File: config.mk
export PLATFORM = sky130hd
export DESIGN_NAME = lcd_national_glyph_slot_mapper
export DESIGN_NICKNAME = d
export VERILOG_FILES = /design/src/rtl/lngsm_pkg.sv /design/src/rtl/lngsm_ctrl.sv /design/src/rtl/lngsm_dp.sv /design/src/rtl/lcd_national_glyph_slot_mapper.sv
export SDC_FILE = /design/constraint.sdc
export NUM_CORES = 1
export LEC_CHECK = 0
export CAP_MARGIN = 5
export CORE_ASPECT_RATIO = 0.9
export CORE_MARGIN = 10
export CORE_UTILIZATION = 50
export DETAILED_ROUTE_END_ITERATION = 7
export DONT_BUFFER_PORTS = 1
export PLACE_DENSITY = 0.63
export SYNTH_ARGS = -nofsm -noshare
export SYNTH_HDL_FRONTEND = slang
export SYNTH_SLANG_ARGS = --single-unit
File: constraint.sdc
create_clock -name i_clk -period 12.88 [get_ports i_clk]
set_input_delay 3.864 -clock i_clk [delete_from_list [all_inputs] [get_ports i_clk]]
set_output_delay 3.864 -clock i_clk [all_outputs]
set_load 0.01 [all_outputs]
File: src/rtl/lngsm_pkg.sv
// ----------------------------------------------------------------------------
// lngsm_pkg
// Shared types and constant tables of the Polish glyph slot mapper.
// ----------------------------------------------------------------------------
package lngsm_pkg;

    // Result kinds
    localparam logic [1:0] KIND_CHAR = 2'd0;
    localparam logic [1:0] KIND_CMD  = 2'd1;
    localparam logic [1:0] KIND_ROW  = 2'd2;

    // Glyph RAM address command base
    localparam logic [7:0] CMD_BASE = 8'h40;

    localparam int NUM_LETTERS = 18;
    localparam int LETTER_W    = 5;
    localparam int ROW_W       = 3;

    // ISO8859-2 codes of the Polish letters
    localparam logic [7:0] PL_CODES [NUM_LETTERS] = '{
        8'hA1, 8'hB1, 8'hC6, 8'hE6, 8'hCA, 8'hEA, 8'hA3, 8'hB3, 8'hD1,
        8'hF1, 8'hD3, 8'hF3, 8'hA6, 8'hB6, 8'hAC, 8'hBC, 8'hAF, 8'hBF
    };

    // Plain ASCII fallback letters
    localparam logic [7:0] PL_ASCII [NUM_LETTERS] = '{
        8'h41, 8'h61, 8'h43, 8'h63, 8'h45, 8'h65, 8'h4C, 8'h6C, 8'h4E,
        8'h6E, 8'h4F, 8'h6F, 8'h53, 8'h73, 8'h5A, 8'h7A, 8'h5A, 8'h7A
    };

    // Glyph ROM: row 0 in the low byte, row 7 in the high byte
    localparam logic [63:0] PL_GLYPHS [NUM_LETTERS] = '{
        64'h0211111F1111110E,
        64'h01020F110F010E00,
        64'h000E111010150E02,
        64'h000E1110100E0402,
        64'h021F10101C10101F,
        64'h01020E101F110E00,
        64'h001F101018141010,
        64'h000E04140C04060C,
        64'h0011111315191502,
        64'h0011111119160402,
        64'h000E111111150E01,
        64'h000E1111110E0402,
        64'h001E01010E140E01,
        64'h001E010E100E0402,
        64'h001F080402011F04,
        64'h001F0804021F0400,
        64'h001F080402091F04,
        64'h001F0804021F0402
    };

    // Controller to datapath commands
    typedef struct packed {
        logic take;    // accept a request and load its first result
        logic row;     // load the next glyph row
        logic fin;     // load the final slot character
    } t_dp_cmd;

    // Datapath to controller status
    typedef struct packed {
        logic is_load;  // current request claims a new slot
        logic out_free; // output register can take a result this cycle
        logic row_last; // next row to load is the last one
    } t_dp_stat;

endpackage

File: src/rtl/lngsm_ctrl.sv
// ----------------------------------------------------------------------------
// lngsm_ctrl
// Sequencer of the glyph load: command, eight rows, final character.
// ----------------------------------------------------------------------------
module lngsm_ctrl
    import lngsm_pkg::*;
(
    input  logic     i_clk,
    input  logic     i_rst_n,
    input  logic     i_in_valid,
    output logic     o_in_ready,
    input  t_dp_stat i_stat,
    output t_dp_cmd  o_cmd
);

    typedef enum logic [1:0] {
        ST_IDLE,
        ST_ROWS,
        ST_FINAL
    } t_state;

    t_state r_state;
    t_state n_state;

    // Accept only between glyph loads
    assign o_in_ready = (r_state == ST_IDLE) && i_stat.out_free;

    // Issue commands and pick next state
    always_comb begin
        o_cmd   = '0;
        n_state = r_state;
        unique case (r_state)
            ST_IDLE: begin
                if (i_in_valid && o_in_ready) begin
                    o_cmd.take = 1'b1;
                    if (i_stat.is_load) begin
                        n_state = ST_ROWS;
                    end
                end
            end
            ST_ROWS: begin
                if (i_stat.out_free) begin
                    o_cmd.row = 1'b1;
                    if (i_stat.row_last) begin
                        n_state = ST_FINAL;
                    end
                end
            end
            ST_FINAL: begin
                if (i_stat.out_free) begin
                    o_cmd.fin = 1'b1;
                    n_state   = ST_IDLE;
                end
            end
            default: begin
                n_state = ST_IDLE;
            end
        endcase
    end

    // Hold state
    always_ff @(posedge i_clk) begin
        if (!i_rst_n) begin
            r_state <= ST_IDLE;
        end else begin
            r_state <= n_state;
        end
    end

endmodule

File: src/rtl/lngsm_dp.sv
// ----------------------------------------------------------------------------
// lngsm_dp
// Letter lookup, slot table, glyph row fetch and output register.
// ----------------------------------------------------------------------------
module lngsm_dp
    import lngsm_pkg::*;
#(
    parameter int SLOTS = 8
)(
    input  logic       i_clk,
    input  logic       i_rst_n,
    input  logic [7:0] i_char_code,
    input  logic       i_frame_start,
    input  t_dp_cmd    i_cmd,
    output t_dp_stat   o_stat,
    output logic       o_valid,
    input  logic       i_ready,
    output logic [1:0] o_kind,
    output logic [7:0] o_value,
    output logic       o_last
);

    localparam int SLOT_W = (SLOTS > 1) ? $clog2(SLOTS) : 1;
    localparam int CNT_W  = $clog2(SLOTS + 1);

    logic [7:0]          r_slot_chars [SLOTS];
    logic [CNT_W-1:0]    r_used;
    logic [LETTER_W-1:0] r_letter;
    logic [SLOT_W-1:0]   r_slot;
    logic [ROW_W-1:0]    r_row;
    logic                r_valid;
    logic [1:0]          r_kind;
    logic [7:0]          r_value;
    logic                r_last;

    logic [CNT_W-1:0]    used_eff;
    logic                is_pl;
    logic [LETTER_W-1:0] letter;
    logic                hit;
    logic [SLOT_W-1:0]   hit_slot;
    logic                full;
    logic                is_load;
    logic [7:0]          single_value;
    logic                out_free;

    // Frame start empties the table before this character
    assign used_eff = i_frame_start ? '0 : r_used;

    // Find the Polish letter index
    always_comb begin
        is_pl  = 1'b0;
        letter = '0;
        for (int k = 0; k < NUM_LETTERS; k++) begin
            if (!is_pl && (i_char_code == PL_CODES[k])) begin
                is_pl  = 1'b1;
                letter = LETTER_W'(k);
            end
        end
    end

    // Compare written slots only
    always_comb begin
        hit      = 1'b0;
        hit_slot = '0;
        for (int k = 0; k < SLOTS; k++) begin
            if (!hit && (CNT_W'(k) < used_eff) && (r_slot_chars[k] == i_char_code)) begin
                hit      = 1'b1;
                hit_slot = SLOT_W'(k);
            end
        end
    end

    assign full    = (used_eff >= CNT_W'(SLOTS));
    assign is_load = is_pl && !hit && !full;

    // Single-result value: pass through, slot number or ASCII base letter
    always_comb begin
        priority if (!is_pl) begin
            single_value = i_char_code;
        end else if (hit) begin
            single_value = 8'(hit_slot);
        end else begin
            single_value = PL_ASCII[letter];
        end
    end

    assign out_free = !r_valid || i_ready;

    assign o_stat.is_load  = is_load;
    assign o_stat.out_free = out_free;
    assign o_stat.row_last = (r_row == ROW_W'(7));

    // Slot table and load context
    always_ff @(posedge i_clk) begin
        if (!i_rst_n) begin
            r_used <= '0;
            r_row  <= '0;
        end else begin
            if (i_cmd.take) begin
                r_used <= used_eff;
                r_row  <= '0;
                if (is_load) begin
                    r_used <= used_eff + CNT_W'(1);
                end
            end else if (i_cmd.row) begin
                r_row <= r_row + ROW_W'(1);
            end
        end
    end

    // Table entries and glyph context need no reset
    always_ff @(posedge i_clk) begin
        if (i_cmd.take && is_load) begin
            r_slot_chars[used_eff[SLOT_W-1:0]] <= i_char_code;
            r_letter <= letter;
            r_slot   <= used_eff[SLOT_W-1:0];
        end
    end

    // Output register valid
    always_ff @(posedge i_clk) begin
        if (!i_rst_n) begin
            r_valid <= 1'b0;
        end else if (i_cmd.take || i_cmd.row || i_cmd.fin) begin
            r_valid <= 1'b1;
        end else if (i_ready) begin
            r_valid <= 1'b0;
        end
    end

    // Output register payload
    always_ff @(posedge i_clk) begin
        if (i_cmd.take) begin
            if (is_load) begin
                r_kind  <= KIND_CMD;
                r_value <= CMD_BASE + 8'({used_eff[SLOT_W-1:0], 3'b000});
                r_last  <= 1'b0;
            end else begin
                r_kind  <= KIND_CHAR;
                r_value <= single_value;
                r_last  <= 1'b1;
            end
        end else if (i_cmd.row) begin
            r_kind  <= KIND_ROW;
            r_value <= PL_GLYPHS[r_letter][{r_row, 3'b000} +: 8];
            r_last  <= 1'b0;
        end else if (i_cmd.fin) begin
            r_kind  <= KIND_CHAR;
            r_value <= 8'(r_slot);
            r_last  <= 1'b1;
        end
    end

    assign o_valid = r_valid;
    assign o_kind  = r_kind;
    assign o_value = r_value;
    assign o_last  = r_last;

endmodule

File: src/rtl/lcd_national_glyph_slot_mapper.sv
// ----------------------------------------------------------------------------
// lcd_national_glyph_slot_mapper
// Maps Polish letters of a display frame onto user-definable LCD glyph slots.
// ----------------------------------------------------------------------------
// Input stream: s_axis_tdata carries the character byte, s_axis_tuser marks
// the first character of a frame, which empties the slot table first.
// Output stream: m_axis_tdata is the value, m_axis_tuser the kind (display
// character, command byte, glyph row byte), m_axis_tlast the final result of
// a request, always the display character.
// A plain character, a letter already in a slot, or a letter with the table
// full gives one result, registered on acceptance; such requests
// go at one per cycle while the receiver keeps up.
// A letter claiming a new slot gives ten results: address command, eight
// glyph rows, slot number, one per cycle while the receiver keeps up. The
// input stays stalled after acceptance while the load sequencer walks the
// glyph ROM, so no new request is taken until the slot number is registered.
// A receiver stall holds the output register and blocks new requests.
// Reset empties the slot table and the output register.
// ----------------------------------------------------------------------------
module lcd_national_glyph_slot_mapper
    import lngsm_pkg::*;
#(
    parameter int SLOTS = 8
)(
    input  logic       i_clk,
    input  logic       i_rst_n,
    input  logic       s_axis_tvalid,
    output logic       s_axis_tready,
    input  logic [7:0] s_axis_tdata,   // [7:0] char_code
    input  logic       s_axis_tuser,   // [0] frame_start
    output logic       m_axis_tvalid,
    input  logic       m_axis_tready,
    output logic [7:0] m_axis_tdata,   // [7:0] value
    output logic [1:0] m_axis_tuser,   // [1:0] kind
    output logic       m_axis_tlast
);

    t_dp_cmd  cmd;
    t_dp_stat stat;

    lngsm_ctrl u_ctrl (
        .i_clk      (i_clk),
        .i_rst_n    (i_rst_n),
        .i_in_valid (s_axis_tvalid),
        .o_in_ready (s_axis_tready),
        .i_stat     (stat),
        .o_cmd      (cmd)
    );

    lngsm_dp #(
        .SLOTS (SLOTS)
    ) u_dp (
        .i_clk         (i_clk),
        .i_rst_n       (i_rst_n),
        .i_char_code   (s_axis_tdata),
        .i_frame_start (s_axis_tuser),
        .i_cmd         (cmd),
        .o_stat        (stat),
        .o_valid       (m_axis_tvalid),
        .i_ready       (m_axis_tready),
        .o_kind        (m_axis_tuser),
        .o_value       (m_axis_tdata),
        .o_last        (m_axis_tlast)
    );

    // An accepted request always leaves a result in the output register
    assert property (@(posedge i_clk) disable iff (!i_rst_n)
        s_axis_tvalid && s_axis_tready |=> m_axis_tvalid)
        else $error("no result after accepted request");

    // No new request while a glyph load is still being delivered
    assert property (@(posedge i_clk) disable iff (!i_rst_n)
        m_axis_tvalid && (m_axis_tuser != KIND_CHAR) |-> !s_axis_tready)
        else $error("request accepted during glyph load");

    // Only a display character closes a request
    assert property (@(posedge i_clk) disable iff (!i_rst_n)
        m_axis_tvalid && m_axis_tlast |-> m_axis_tuser == KIND_CHAR)
        else $error("last flag on non-character result");

endmodule

==> flow_metrics.env <==
export IMPL_cp_slowest_stage_delay_ns=0.42
export IMPL_worst_slew_pin_slew_ns=1.18
export IMPL_coreArea_um2=10900
export IMPL_grt_pass1_wl_um=21700
export IMPL_n_fill_cell=944
export IMPL_fin_cells=678
export IMPL_crit_path_start_kind="input pin"
export IMPL_initial_core_util_pct=51.6
export IMPL_synth_seq_cells=93
export IMPL_min_to="u_ctrl.r_state[1]"
export IMPL_rr_endpoint="u_dp.r_slot_chars[6][7]"
export IMPL_cts_resized=0
export IMPL_io_buffers=0
export IMPL_crit_arrival_ns=4.34
export IMPL_regArea_um2=2690
export IMPL_grt_overflow=0
export IMPL_yosysTopAreaCell="edfxtp_1"
export IMPL_crit_buf_inv=0
export IMPL_clk_pin_slew_ns=0.06
export IMPL_routedWlPerCell_um=19.7
export IMPL_drtIter0Drc=435
export IMPL_grt_total_usage_pct=16.8
export IMPL_post_dp_hpwl_um=9050
export IMPL_gp_congestion=0.890
export IMPL_die_h_um=121
export IMPL_r2r_start="u_dp.r_used[1]"
export IMPL_worstPathRequired_ns=9.02
export IMPL_cts_hold_buffers=0
export IMPL_vdd_drop_max_uv=97.1
export IMPL_cts_sinks=93
export IMPL_grt_pass1_vias=3915
export IMPL_drive_above_1_share_pct=6.27
export IMPL_cts_buffers=9
export IMPL_p_leak_uw=0.00201
export IMPL_grt_max_degree=32
export IMPL_first_pass_iters=5
export IMPL_hold_start="u_ctrl.r_state[1]"
export IMPL_rsz0062_at_grt="no"
export IMPL_antenna_found_initial=0
export IMPL_drt_wl_total_um=13400
export IMPL_synth_distinct_cells=75
export IMPL_antenna_cells=0
export IMPL_slew_headroom_pct=21.0
export IMPL_finalSetupTns_ns=0
export IMPL_period_share_pct=63.7
export IMPL_die_width_um=132
export IMPL_hold_depth=2
export IMPL_end_kind="output pin"
export IMPL_p_per_area_nw_per_um2=112
export IMPL_crit_chain="nor2b_1, nor3_1"
export IMPL_synth_main_ff_cell="edfxtp_1"
export IMPL_cts_tree="done"
export IMPL_crit_type="in2out"
export IMPL_cp_slowest_cell="nor3_1"
export IMPL_area_growth_pct=6.47
export IMPL_hold_viol_final=0
export IMPL_drc=0
export IMPL_rrSetupSlack_ns=9.20
export IMPL_syn_area_um2=5650
export IMPL_mappedNetlistNets=571
export IMPL_place_inst=662
export IMPL_fin_crit_ns=8.21
export IMPL_multi_input_area_um2=2690
export IMPL_clockBufferDepth=2
export IMPL_yosysWarnings=0
export IMPL_reg2reg_depth=9
export IMPL_postCtsSetupBuffers=0
export IMPL_ios=26
export IMPL_syn_inst=543
export IMPL_synthArstFlopShare_pct=0
export IMPL_maxSlewViolCount=0
export IMPL_maxClockFrequency_mhz=122
export IMPL_total_power_uw=676
export IMPL_vias_per_cell=6.16
export IMPL_synth_top_area_share_pct=44.1
export IMPL_utilization_pct=54.9
export IMPL_critical_path_top_delay_family="simple AND/OR/NAND/NOR gates"
export IMPL_path_max_fanout=4
export IMPL_ant_nets=0
export IMPL_synth_edf_count=83
export IMPL_synth_area_top_cells="edfxtp_1 44%, xnor2_1 6.5%, xor2_1 3.7%, dfxtp_1 3.5%, nand2_1 3.4%"
export IMPL_final_nets=549
export IMPL_skew_ns=0.00812
export IMPL_h_tree_depth=3
export IMPL_status="finished clean"
export IMPL_synth_seq_area_share_pct=47.7
export IMPL_cts_root_buf="clkbuf_16"
export IMPL_via_count=4175
export IMPL_cap_violations=0
export IMPL_clock_latency_ns=0.34
export IMPL_synth_avg_cell_area_um2=10.4
export IMPL_setup_viol=0
export IMPL_std_cell_rows=36
export IMPL_hold_class="reg2reg"
export IMPL_die_area_um2=16000
-- area by class of cell --
cell class,instances,share of cell area [%]
Multi-Input combinational cell,395,44.8
Clock inverter,6,1.85
Timing Repair Buffer,4,0.499
Clock buffer,10,3.81
Tap cell,152,3.16
Sequential cell,93,44.8
Inverter,18,1.12
-- layer usage --
metal	wire length (um)	track usage (%)	vias up
met3	811	3.23	18
met4	184	5.35	0
li1	-	-	1981
met2	6220	26.4	157
met5	0	0	-
met1	6140	22.9	2019
-- worst max path at each step --
stage,startpoint,end,slack (ns),cells after the start
6_report,m_axis_tready,s_axis_tready,4.67,2
5_1_grt,m_axis_tready,s_axis_tready,4.61,2
4_1_cts,m_axis_tready,s_axis_tready,4.66,2
3_5_place_dp,m_axis_tready,s_axis_tready,4.66,2
3_3_place_gp,m_axis_tready,s_axis_tready,4.69,2
2_1_floorplan,m_axis_tready,s_axis_tready,4.76,2
-- kinds of logic (layout without fill, tap and decap cells) --
logic type	after synthesis	count (layout)	share of synthesized area (%)
AO/OA/AOI/OAI	128	128	16.2
XOR/XNOR	67	67	10.5
adder cells (fa/ha/maj)	16	16	3.50
buffers and inverters	55	38	4.74
flip-flops	93	93	47.7
multiplexers	1	1	0.177
AND/OR/NAND/NOR	183	183	17.2
-- state kept, by name, indices dropped and copies added, names as in the netlist --
signal and count:
u_dp.o_valid 1, u_dp.r_slot_chars 64, u_dp.o_kind 2, u_dp.r_slot 3
u_dp.r_used 4, u_dp.o_value 8, u_dp.o_last 1, u_dp.r_letter 5
u_dp.r_row 3, u_ctrl.r_state 2
-- cell usage in the layout (no fill, tap or decap), types with 9 or more instances in the layout --
cell       count
edfxtp_1      83
nand2_1       51
xnor2_1       42
nor2_1        32
a21oi_1       30
xor2_1        24
nand3_1       18
o21ai_0       17
inv_1         15
ha_1          15
nand2b_1      12
nor4_1        12
nor2b_1       11
nor3_1        10
nand4_1       10
dfxtp_1       10
clkbuf_16      9
-- cells in the mapped netlist (all sizes together), types with 4 or more instances --
cell type   n
nand2b     12
a211oi      7
ha         15
inv        15
dfxtp      10
clkbuf     19
o221ai      6
nor2b      11
nand3      18
a31oi       4
o311ai      7
xnor2      42
a21oi      30
o211ai      7
nand2      52
o31ai       5
nand4      10
a22oi       6
buf        18
xor2       25
edfxtp     83
o21a        5
o21ai      17
nor2       32
nor4       13
nor3       10
-- report_power, final --
part           internal, uW  total, uW  leakage, uW  switching (uW)
sequential              333        339     0.000827            5.83
clock                   190        298     0.000164             108
combinational          17.4       39.2      0.00101            21.7
-- per-stage QoR --
step / cell area, um^2 / hold slack, ns / worst slack [ns]
floorplan: 5650 / 0.499 / 4.76
global placement: 5670 / 0.544 / 4.69
detailed placement: 5670 / 0.561 / 4.66
CTS: 6010 / 0.568 / 4.66
global route: 6010 / 0.589 / 4.61
finish: 6010 / 0.566 / 4.67
Power figures use the tool's default switching activity.
